===== config.mk =====
export PLATFORM = sky130hd
export DESIGN_NAME = delimited_frame_receiver
export DESIGN_NICKNAME = d
export VERILOG_FILES = /design/src/design/dfr_pkg.sv /design/src/design/dfr_core.sv /design/src/design/dfr_queue.sv /design/src/design/delimited_frame_receiver.sv
export SDC_FILE = /design/constraint.sdc
export NUM_CORES = 1
export LEC_CHECK = 0
export ABC_AREA = 1
export CAP_MARGIN = 20
export CORE_MARGIN = 10
export CORE_UTILIZATION = 65
export CTS_CLUSTER_SIZE = 12
export DETAILED_ROUTE_END_ITERATION = 8
export DONT_BUFFER_PORTS = 1
export PLACE_DENSITY_LB_ADDON = 0.12
export SKIP_LAST_GASP = 1
export SLEW_MARGIN = 20
export SYNTH_ARGS = -nofsm -noshare
export SYNTH_HDL_FRONTEND = slang
export SYNTH_SLANG_ARGS = --single-unit

===== constraint.sdc =====
create_clock -name clk_i -period 10.51 [get_ports clk_i]
set_input_delay 0 -clock clk_i [delete_from_list [all_inputs] [get_ports clk_i]]
set_output_delay 0 -clock clk_i [all_outputs]
set_load 0.02 [all_outputs]

===== src/design/dfr_pkg.sv =====
// dfr_pkg: shared types and constants of the delimited frame receiver
// no dependencies; used by dfr_core, dfr_queue and delimited_frame_receiver
`default_nettype none

package dfr_pkg;

  localparam int unsigned ByteW    = 8;
  localparam int unsigned LenW     = 13;
  localparam int unsigned HopW     = 32;
  localparam int unsigned KindW    = 2;
  localparam int unsigned CfgIdxW  = 1;
  localparam int unsigned CfgDataW = 13;
  localparam int unsigned OutDataW = 56;

  localparam int unsigned MaxFrame  = 4096;
  localparam int unsigned QueueDepth = 4;

  // largest usable limit in the width of the limit register
  localparam logic [LenW-1:0] FrameCap =
    (MaxFrame > ((1 << LenW) - 1)) ? {LenW{1'b1}} : LenW'(MaxFrame);

  localparam logic [LenW-1:0] LimitReset = LenW'(4096);

  localparam logic [ByteW-1:0] ChBang = 8'h21;
  localparam logic [ByteW-1:0] ChAmp  = 8'h26;
  localparam logic [ByteW-1:0] ChHash = 8'h23;

  localparam logic [CfgIdxW-1:0] CfgHeaderMode = 1'b0;
  localparam logic [CfgIdxW-1:0] CfgFrameLimit = 1'b1;

  typedef enum logic [KindW-1:0] {
    KindPayload  = 2'd0,
    KindDone     = 2'd1,
    KindOverflow = 2'd2,
    KindShort    = 2'd3
  } kind_e;

  typedef enum logic [1:0] {
    PhHunt = 2'd0,
    PhAmp  = 2'd1,
    PhRecv = 2'd2,
    PhStop = 2'd3
  } phase_e;

  typedef struct packed {
    kind_e             kind;
    logic [ByteW-1:0]  data_byte;
    logic [LenW-1:0]   frame_length;
    logic [HopW-1:0]   next_hop;
    logic              last;
  } result_t;

  // results caused by one accepted byte
  typedef struct packed {
    logic [1:0] num;
    result_t    r0;
    result_t    r1;
  } push_t;

endpackage

`default_nettype wire


===== src/design/dfr_core.sv =====
// dfr_core: configuration registers, frame state and per-byte result logic
// depends on dfr_pkg
`default_nettype none

module dfr_core (
  input  wire logic                          clk_i,
  input  wire logic                          rst_ni,
  input  wire logic                          cfg_we_i,
  input  wire logic [dfr_pkg::CfgIdxW-1:0]   cfg_idx_i,
  input  wire logic [dfr_pkg::CfgDataW-1:0]  cfg_data_i,
  input  wire logic                          in_accept_i,
  input  wire logic [dfr_pkg::ByteW-1:0]     in_byte_i,
  output dfr_pkg::push_t                     push_o
);

  typedef struct packed {
    logic                        abort;
    logic                        emit;
    logic [dfr_pkg::LenW-1:0]    cnt;
    logic [dfr_pkg::HopW-1:0]    hop;
  } store_t;

  function automatic store_t store_f(
    input logic [dfr_pkg::ByteW-1:0] b,
    input logic [dfr_pkg::LenW-1:0]  cnt,
    input logic [dfr_pkg::HopW-1:0]  hop,
    input logic                      hm,
    input logic [dfr_pkg::LenW-1:0]  lim
  );
    store_t s;
    logic [dfr_pkg::LenW-1:0] c1;
    c1      = cnt + dfr_pkg::LenW'(1);
    s.abort = (cnt >= lim);
    s.emit  = 1'b0;
    s.cnt   = c1;
    s.hop   = hop;
    if (!s.abort) begin
      if (hm && (c1 <= dfr_pkg::LenW'(4))) begin
        s.hop = hop | ({24'b0, b} << {cnt[1:0], 3'b000});
      end else begin
        s.emit = 1'b1;
      end
    end
    return s;
  endfunction

  function automatic dfr_pkg::result_t mk_res(
    input dfr_pkg::kind_e              kind,
    input logic [dfr_pkg::ByteW-1:0]   data,
    input logic [dfr_pkg::LenW-1:0]    len,
    input logic [dfr_pkg::HopW-1:0]    hop
  );
    dfr_pkg::result_t r;
    r.kind         = kind;
    r.data_byte    = data;
    r.frame_length = len;
    r.next_hop     = hop;
    r.last         = 1'b0;
    return r;
  endfunction

  logic                       header_mode_q;
  logic [dfr_pkg::LenW-1:0]   frame_limit_q;
  dfr_pkg::phase_e            phase_q, phase_d;
  logic [dfr_pkg::LenW-1:0]   cnt_q, cnt_d;
  logic [dfr_pkg::HopW-1:0]   hop_q, hop_d;

  logic [dfr_pkg::LenW-1:0]   lim;
  logic [dfr_pkg::ByteW-1:0]  first_byte;
  store_t                     s1, s2;
  dfr_pkg::result_t           second;
  logic                       second_valid;
  dfr_pkg::push_t             push;

  always_ff @(posedge clk_i or negedge rst_ni) begin
    if (!rst_ni) begin
      header_mode_q <= 1'b0;
      frame_limit_q <= dfr_pkg::LimitReset;
    end else if (cfg_we_i) begin
      unique case (cfg_idx_i)
        dfr_pkg::CfgHeaderMode: header_mode_q <= cfg_data_i[0];
        dfr_pkg::CfgFrameLimit: frame_limit_q <= cfg_data_i[dfr_pkg::LenW-1:0];
        default: ;
      endcase
    end
  end

  always_ff @(posedge clk_i or negedge rst_ni) begin
    if (!rst_ni) begin
      phase_q <= dfr_pkg::PhHunt;
      cnt_q   <= '0;
      hop_q   <= '0;
    end else begin
      phase_q <= phase_d;
      cnt_q   <= cnt_d;
      hop_q   <= hop_d;
    end
  end

  // byte stores: the pending '!' in stop check, then the new byte
  always_comb begin
    lim        = (frame_limit_q > dfr_pkg::FrameCap) ? dfr_pkg::FrameCap : frame_limit_q;
    first_byte = (phase_q == dfr_pkg::PhStop) ? dfr_pkg::ChBang : in_byte_i;
    s1         = store_f(first_byte, cnt_q, hop_q, header_mode_q, lim);
    s2         = store_f(in_byte_i, s1.cnt, s1.hop, header_mode_q, lim);
  end

  // next state
  always_comb begin
    phase_d = phase_q;
    cnt_d   = cnt_q;
    hop_d   = hop_q;
    if (in_accept_i) begin
      unique case (phase_q)
        dfr_pkg::PhHunt: begin
          if (in_byte_i == dfr_pkg::ChBang) phase_d = dfr_pkg::PhAmp;
        end
        dfr_pkg::PhAmp: begin
          if (in_byte_i == dfr_pkg::ChAmp) begin
            phase_d = dfr_pkg::PhRecv;
            cnt_d   = '0;
            hop_d   = '0;
          end
        end
        dfr_pkg::PhRecv: begin
          if (in_byte_i == dfr_pkg::ChBang) begin
            phase_d = dfr_pkg::PhStop;
          end else if (s1.abort) begin
            phase_d = dfr_pkg::PhHunt;
            cnt_d   = '0;
            hop_d   = '0;
          end else begin
            cnt_d = s1.cnt;
            hop_d = s1.hop;
          end
        end
        dfr_pkg::PhStop: begin
          if ((in_byte_i == dfr_pkg::ChHash) || s1.abort) begin
            phase_d = dfr_pkg::PhHunt;
            cnt_d   = '0;
            hop_d   = '0;
          end else if (in_byte_i == dfr_pkg::ChBang) begin
            cnt_d = s1.cnt;
            hop_d = s1.hop;
          end else if (s2.abort) begin
            phase_d = dfr_pkg::PhHunt;
            cnt_d   = '0;
            hop_d   = '0;
          end else begin
            phase_d = dfr_pkg::PhRecv;
            cnt_d   = s2.cnt;
            hop_d   = s2.hop;
          end
        end
        default: ;
      endcase
    end
  end

  // results
  always_comb begin
    push         = '0;
    second       = '0;
    second_valid = 1'b0;
    if (s2.abort) begin
      second       = mk_res(dfr_pkg::KindOverflow, '0, '0, '0);
      second_valid = 1'b1;
    end else if (s2.emit) begin
      second       = mk_res(dfr_pkg::KindPayload, in_byte_i, '0, '0);
      second_valid = 1'b1;
    end
    if (in_accept_i) begin
      unique case (phase_q)
        dfr_pkg::PhRecv: begin
          if (in_byte_i != dfr_pkg::ChBang) begin
            if (s1.abort) begin
              push.r0  = mk_res(dfr_pkg::KindOverflow, '0, '0, '0);
              push.num = 2'd1;
            end else if (s1.emit) begin
              push.r0  = mk_res(dfr_pkg::KindPayload, in_byte_i, '0, '0);
              push.num = 2'd1;
            end
          end
        end
        dfr_pkg::PhStop: begin
          if (in_byte_i == dfr_pkg::ChHash) begin
            push.num = 2'd1;
            if (!header_mode_q) begin
              push.r0 = mk_res(dfr_pkg::KindDone, '0, cnt_q, '0);
            end else if (cnt_q < dfr_pkg::LenW'(4)) begin
              push.r0 = mk_res(dfr_pkg::KindShort, '0, '0, '0);
            end else begin
              push.r0 = mk_res(dfr_pkg::KindDone, '0, cnt_q - dfr_pkg::LenW'(4), hop_q);
            end
          end else if (s1.abort) begin
            push.r0  = mk_res(dfr_pkg::KindOverflow, '0, '0, '0);
            push.num = 2'd1;
          end else begin
            if (s1.emit) begin
              push.r0  = mk_res(dfr_pkg::KindPayload, dfr_pkg::ChBang, '0, '0);
              push.num = 2'd1;
            end
            if ((in_byte_i != dfr_pkg::ChBang) && second_valid) begin
              if (s1.emit) begin
                push.r1  = second;
                push.num = 2'd2;
              end else begin
                push.r0  = second;
                push.num = 2'd1;
              end
            end
          end
        end
        default: ;
      endcase
    end
    if (push.num == 2'd2) begin
      push.r1.last = 1'b1;
    end else if (push.num == 2'd1) begin
      push.r0.last = 1'b1;
    end
  end

  assign push_o = push;

endmodule

`default_nettype wire


===== src/design/dfr_queue.sv =====
// dfr_queue: result queue taking up to two results per cycle, one out per cycle while ready
// depends on dfr_pkg
`default_nettype none

module dfr_queue #(
  parameter int unsigned Depth = dfr_pkg::QueueDepth
) (
  input  wire logic              clk_i,
  input  wire logic              rst_ni,
  input  wire dfr_pkg::push_t    push_i,
  output logic                   space_o,
  output logic                   valid_o,
  input  wire logic              ready_i,
  output dfr_pkg::result_t       head_o
);

  localparam int unsigned PtrW = (Depth > 1) ? $clog2(Depth) : 1;
  localparam int unsigned CntW = $clog2(Depth + 1);

  function automatic logic [PtrW-1:0] inc_ptr(input logic [PtrW-1:0] p);
    return (p == PtrW'(Depth - 1)) ? '0 : p + PtrW'(1);
  endfunction

  dfr_pkg::result_t mem_q [Depth];
  logic [PtrW-1:0]  wr_q, wr_d, wr_next;
  logic [PtrW-1:0]  rd_q, rd_d;
  logic [CntW-1:0]  cnt_q, cnt_d;
  logic             pop;

  assign valid_o = (cnt_q != '0);
  assign space_o = (cnt_q <= CntW'(Depth - 2));
  assign head_o  = mem_q[rd_q];
  assign pop     = valid_o && ready_i;
  assign wr_next = inc_ptr(wr_q);

  always_comb begin
    unique case (push_i.num)
      2'd1:    wr_d = wr_next;
      2'd2:    wr_d = inc_ptr(wr_next);
      default: wr_d = wr_q;
    endcase
    rd_d  = pop ? inc_ptr(rd_q) : rd_q;
    cnt_d = cnt_q + CntW'(push_i.num) - CntW'(pop);
  end

  always_ff @(posedge clk_i or negedge rst_ni) begin
    if (!rst_ni) begin
      wr_q  <= '0;
      rd_q  <= '0;
      cnt_q <= '0;
    end else begin
      wr_q  <= wr_d;
      rd_q  <= rd_d;
      cnt_q <= cnt_d;
    end
  end

  always_ff @(posedge clk_i) begin
    if (push_i.num != 2'd0) begin
      mem_q[wr_q] <= push_i.r0;
    end
    if (push_i.num == 2'd2) begin
      mem_q[wr_next] <= push_i.r1;
    end
  end

endmodule

`default_nettype wire


===== src/design/delimited_frame_receiver.sv =====
// delimited_frame_receiver: top level of the start/stop delimited byte deframer
// depends on dfr_pkg, dfr_core and dfr_queue
//
// One received byte is accepted per clock while the result queue has room for two
// results; its results are computed in the same cycle and written into a queue of
// QueueDepth entries that delivers one result per clock while the sink is ready. A byte gives at most two
// results (a given-back '!' plus the following byte), so the sustained rate is one
// byte per clock, less where such pairs occur or the sink stalls. Each result is
// registered in the queue before it reaches the output; results queued ahead of it or
// a stalled sink can hold it back further.
`default_nettype none

module delimited_frame_receiver #(
  parameter int unsigned QueueDepth = dfr_pkg::QueueDepth
) (
  input  wire logic                          clk_i,
  input  wire logic                          rst_ni,
  input  wire logic                          cfg_we_i,
  input  wire logic [dfr_pkg::CfgIdxW-1:0]   cfg_idx_i,
  input  wire logic [dfr_pkg::CfgDataW-1:0]  cfg_data_i,
  input  wire logic                          s_axis_tvalid,
  output logic                               s_axis_tready,
  input  wire logic [dfr_pkg::ByteW-1:0]     s_axis_tdata,   // in_byte
  output logic                               m_axis_tvalid,
  input  wire logic                          m_axis_tready,
  output logic [dfr_pkg::OutDataW-1:0]       m_axis_tdata,   // data_byte, frame_length, next_hop
  output logic [dfr_pkg::KindW-1:0]          m_axis_tuser,   // kind
  output logic                               m_axis_tlast
);

  dfr_pkg::push_t   push;
  dfr_pkg::result_t head;
  logic             space;
  logic             in_accept;

  assign s_axis_tready = space;
  assign in_accept     = s_axis_tvalid && space;

  dfr_core u_core (
    .clk_i       (clk_i),
    .rst_ni      (rst_ni),
    .cfg_we_i    (cfg_we_i),
    .cfg_idx_i   (cfg_idx_i),
    .cfg_data_i  (cfg_data_i),
    .in_accept_i (in_accept),
    .in_byte_i   (s_axis_tdata),
    .push_o      (push)
  );

  dfr_queue #(
    .Depth (QueueDepth)
  ) u_queue (
    .clk_i   (clk_i),
    .rst_ni  (rst_ni),
    .push_i  (push),
    .space_o (space),
    .valid_o (m_axis_tvalid),
    .ready_i (m_axis_tready),
    .head_o  (head)
  );

  assign m_axis_tdata = {3'b000, head.next_hop, head.frame_length, head.data_byte};
  assign m_axis_tuser = head.kind;
  assign m_axis_tlast = head.last;

endmodule

`default_nettype wire


### Word-level counts from Yosys, hierarchy flattened

Memories as Yosys holds them, arrays and structs flattened.
Index checks and enable logic that the tools add are counted.
Widths: inputs -> output; s select.

* register bits: 68
* bits in writable memories: 224
* bits of input ports: 27
* output and inout port bits: 61
* logic and storage cells: 124
* memories kept: 1

* $add $sub $neg: 8
* $lt $le $gt $ge: 7
* equal/unequal tests: 17
* shifts and indexed selects: 2
* muxes and demuxes: 63
* bitwise operators: 3
* reductions and logical operators: 15

Memories
* u_queue.mem_q: depth 4, width 56, rd ports 1, clocked after Yosys merged registers in 0, wr ports 2, RTL line dfr_queue.sv:24 `dfr_pkg::result_t mem_q [Depth];`

Operators by type and width (count)
* $mux 56: 8
* $mux 32: 9
* $mux 114: 2
* $mux 58: 3
* $mux 57: 3
* $pmux 58 s2: 1
* $pmux 32 s3: 1
* $mux 13: 7
* $or 32x32->32: 2
* $shl 8x5->32: 2
* $mux 54: 1
* $pmux 13 s3: 1
* $add 13x1->13 const B: 2
* $ge 13x13->1: 2
* $le 13x3->1 const B: 2
* $eq 8x6->1 const B: 3
* $mux 2: 11
* $gt 13x13->1 const B: 1
* $lt 13x3->1 const B: 1
* $mux 1: 13
* $sub 13x3->13 const B: 1
* $eq 2x2->1 const B: 6
* $mux 8: 1
* $ne 8x6->1 const B: 1
* other kinds (20): 31

### Longest topological paths before layout

* depth after elaboration: 17
* depth in mapped cells: 28
* mapped depth without buffers: 26

### Cells and area by module

Synthesis repeated with hierarchy kept, for this count alone.

* cell total of the unflattened synthesis: 2190
* area total of the unflattened synthesis: 17883.4 sq um

By module, submodules not included
* dfr_queue: times used 1, cells an instance 1161, area an instance 11418.5 sq um, seq. area each 6901.6 sq um
* dfr_core: times used 1, cells an instance 1023, area an instance 6431.2 sq um, seq. area each 1527.7 sq um
* delimited_frame_receiver: times used 1, cells an instance 6, area an instance 33.8 sq um, seq. area each 0.0 sq um

### Least setup slack after synthesis

No wires, ideal clock.

* path type: reg-to-reg
* start: reg u_core.cnt_q[0] (netlist name)
* end: mem u_queue.mem_q[2][0] (netlist name), enable pin
* library setup time: 0.318 ns
* arrival: 4.340 ns
* required time: 10.192 ns
* setup slack: 5.852 ns
* cell stages (with the launch flop): 24
* path buffers: 4
* clock period less this slack: 4.658 ns
* path through: dfrtp_1 inv_1 clkbuf_1 ha_1 inv_1 clkbuf_1 ha_1 nand2_1 inv_1 nand3_1 o221ai_1 nand3_1 nand3_1 nand2_1 o21ai_0 ha_1 nor3_1 o22ai_1 nand2_1 ha_1 nand2_1 clkbuf_1 clkbuf_1 nand2_1

RTL lines
* start, declared: RTL line dfr_core.sv:65 `logic [dfr_pkg::LenW-1:0] cnt_q, cnt_d;`
* start signal, assigned: RTL line dfr_core.sv:95 `cnt_q <= cnt_d;`
* end, declared: RTL line dfr_queue.sv:24

==> impl_metrics.tcl <==
set metrics [dict create \
    ys_top_cells_by_area "dfxtp_1 (24%), dfrtp_1 (11%), o21ai_0 (11%)" \
    seqPwrFrac 0.317 \
    maxSlewHeadroom 0.289 \
    combPwrFrac 0.458 \
    rsz0062_at_grt "no" \
    rrSetupSlack_ns 2.79 \
    die_x_um 175 \
    cp_num_cells 25 \
    fin_crit_sh 0.734 \
    fill_cells 1999 \
    num_vias 15414 \
    startpoint "u_core.cnt_q[0]" \
    placed_area_um2 15600 \
    final_nets 2096 \
    reg2regPathDepth 25 \
    ys.flop_type "dfxtp_1" \
    row_count 56 \
    tritoncts "done" \
    drt_iter0_markers 1744 \
    crit_required_ns 10.99 \
    seq_area_frac_synth 0.423 \
    hold_violations 0 \
    arrival_ns 8.20 \
    r2r_start "u_core.cnt_q[0]" \
    cts_setup_buffers 0 \
    tightest_slew_ns 1.07 \
    cts.repair.resized 0 \
    via_per_inst 6.51 \
    clock_path_buffers 3 \
    cts_root_buf "clkbuf_16" \
    dp_hpwl_mm 31.5 \
    synth-xor-area-share 0.00394 \
    path_buf_inv 5 \
    cp-end-kind "flop" \
    critPathLaunchType "flop" \
    finalMaxSlewViolations 0 \
    grt_pass1_wl_mm 78.0 \
    status "finished, final reports clean" \
    swShare 0.478 \
    worstSetupPathType "flop to flop" \
    die-area_um2 30500 \
    synth_top_area_frac 0.237 \
    min_from "cfg_idx_i" \
    synth_mux_area_frac 0.00796 \
    cts_buffers 30 \
    overflow 0 \
    p_per_area_nw_per_um2 262 \
    clk_latency_ns 0.58 \
    crit_path_max_incr_delay_ns 0.87 \
    synth.distinct_cells 52 \
    min_path_type "primary input to flop" \
    p_sw_mw 2.11 \
    worst_path_most_repeated_cell "nand2_1" \
    num_io_pins 88 \
    avgSynthCellArea_um2 7.48 \
    grt_pass1_vias 14093 \
    clock_skew_ns 0.0271 \
    synth_top_family_by_area "simple AND/OR/NAND/NOR gates" \
    postCtsHoldBufs 28 \
    fin_area_um2 16800 \
    antenna_found_initial 2 \
    first_pass_iters 8 \
    synth-simple-area-share 0.269 \
    htreeDepth 1 \
    intPower_mw 2.30 \
    fin_setup_tns_ns 0 \
    slowest_stage "dfrtp_1" \
    crit_fanout 50 \
    synthArstFlopShare 0.233 \
    endpoint "u_queue.mem_q[1][13]" \
    cts_sinks 292 \
    drive_gt1_frac 0.0695 \
    p_clk_frac 0.225 \
    r2r_end "u_queue.mem_q[1][13]" \
    syn2layout_area_growth_pct 8.02 \
    ys_ff_latch 292 \
    gp_congestion 0.978 \
    clk_pin_slew_ns 0.07 \
    synthAdderAreaFrac 0.0383 \
    p_leak_nw 6.77 \
    ant_nets 0 \
    synthCells 2082 \
    ir_drop_mv 0.286 \
    synth_compound_area_frac 0.194 \
    netlist_area_um2 15600 \
    wl_mm 49.6 \
    fin_crit_ns 7.72 \
    ys_warn_count 0 \
    grt_max_degree 78 \
    die_h_um 175 \
    synth-edff-count 40 \
    clock.fmax_ghz 0.130 \
    groute.usage.overall 0.310 \
    start_util 0.661 \
    yosys.area.top_type "dfxtp_1" \
    core_area_um2 23500 \
    final_util 0.714 \
    finalSetupViolations 0 \
    drv_cap 0 \
    numPortBuffers 0 \
    drc 0 \
    routedWlPerCell_um 21.0 \
    critPathTopFamily "simple AND/OR/NAND/NOR gates" \
]
==> power by group through the flow <==
stage	sequential (mW)	clock, mW	combinational [mW]
detailed placement	1.41	0	1.96
finish	1.40	0.995	2.02
CTS	1.39	0.999	1.99
global route	1.41	1.04	2.22
global placement	1.41	0	1.92
floorplan	1.32	0	1.53
==> synth_stat cells (13+ instances only) <==
cell / n
o21ai_0: 334
nand2_1: 306
nand3_1: 297
nor2_1: 204
dfxtp_1: 184
clkbuf_1: 116
inv_1: 91
dfrtp_1: 67
a21oi_1: 59
o22ai_1: 58
ha_1: 46
edfxtp_1: 40
nor3_1: 36
nand4_1: 31
a21o_1: 19
inv_2: 17
a22oi_1: 16
o21ai_1: 15
nand2_2: 14
nand3_2: 13
==> registers in the layout (all words and copies together), names as in the netlist <==
| name | cells |
|---|---|
| u_core.hop_q | 32 |
| u_core.cnt_q | 13 |
| u_core.phase_q | 2 |
| u_queue.wr_q | 2 |
| u_core.header_mode_q | 1 |
| u_queue.mem_q | 224 |
| u_queue.cnt_q | 3 |
| u_queue.rd_q | 2 |
| u_core.frame_limit_q | 13 |
==> cell families after synthesis <==
family,after synthesis
xor gates and xnor gates,7
other,1
buffers and inverters,254
DFF,292
muxes,11
AOI/OAI and AO/OA,546
adders and majority gates,47
and+or+nand+nor,924
==> tightest hold or removal path, stage by stage <==
cell,delay (ns)
nand2_1,0.31
nand2_1,0.14
o21ai_0,0.08
==> routing by layer <==
layer	wire length (µm)	part of all wire	global-route usage
met4	1800	0.036	0.131
met3	4810	0.097	0.0612
met5	0	0	0
met1	20200	0.41	0.405
met2	22800	0.46	0.493
==> final cells by class <==
cell class | count | area [µm²] | area share
well taps | 319 | 399 | 0.0237
clock inverters | 5 | 55.1 | 0.00327
multi-input cells | 1538 | 8020 | 0.477
repair buffers | 47 | 473 | 0.0281
clock buffers | 49 | 852 | 0.0507
flip-flops and latches | 292 | 6590 | 0.392
inverters | 113 | 424 | 0.0252
diodes | 3 | 7.51 | 0.000446
==> metrics by stage <==
step / power, mW / setup slack [ns] / hold slack (ns) / std cells
after floorplan: 2.85 / 5.85 / -0.296 / 2084
after global placement: 3.33 / 3.28 / -0.294 / 2279
after detailed placement: 3.37 / 3.06 / -0.293 / 2280
after CTS: 4.38 / 3.03 / 0.0118 / 2362
after global routing: 4.68 / 2.32 / 0.0517 / 2365
final: 4.41 / 2.79 / 0.0298 / 2366
==> how the worst min path moves through the flow <==
stage,endpoint,slack (ns),cells after the start
after floorplan,u_core.cnt_q[0],-0.30,0
after global placement,u_core.frame_limit_q[11],-0.29,0
after detailed placement,u_core.frame_limit_q[11],-0.29,0
after CTS,u_core.frame_limit_q[0],0.01,3
after global routing,u_core.hop_q[30],0.05,2
final,u_core.frame_limit_q[0],0.03,3
==> layout by cell type (no fill, tap or decap), types with 18 or more instances in the layout <==
| cell | n |
|---|---|
| nor3_1 | 35 |
| nand4_1 | 31 |
| o22ai_1 | 58 |
| inv_1 | 90 |
| nand2_1 | 303 |
| dfrtp_1 | 66 |
| inv_2 | 18 |
| a21o_1 | 19 |
| edfxtp_1 | 40 |
| a21oi_1 | 59 |
| dlygate4sd3_1 | 27 |
| ha_1 | 46 |
| dfxtp_1 | 184 |
| clkbuf_16 | 30 |
| o21ai_0 | 334 |
| nor2_1 | 203 |
| nand3_1 | 297 |
(Power assumes the default switching activity.)
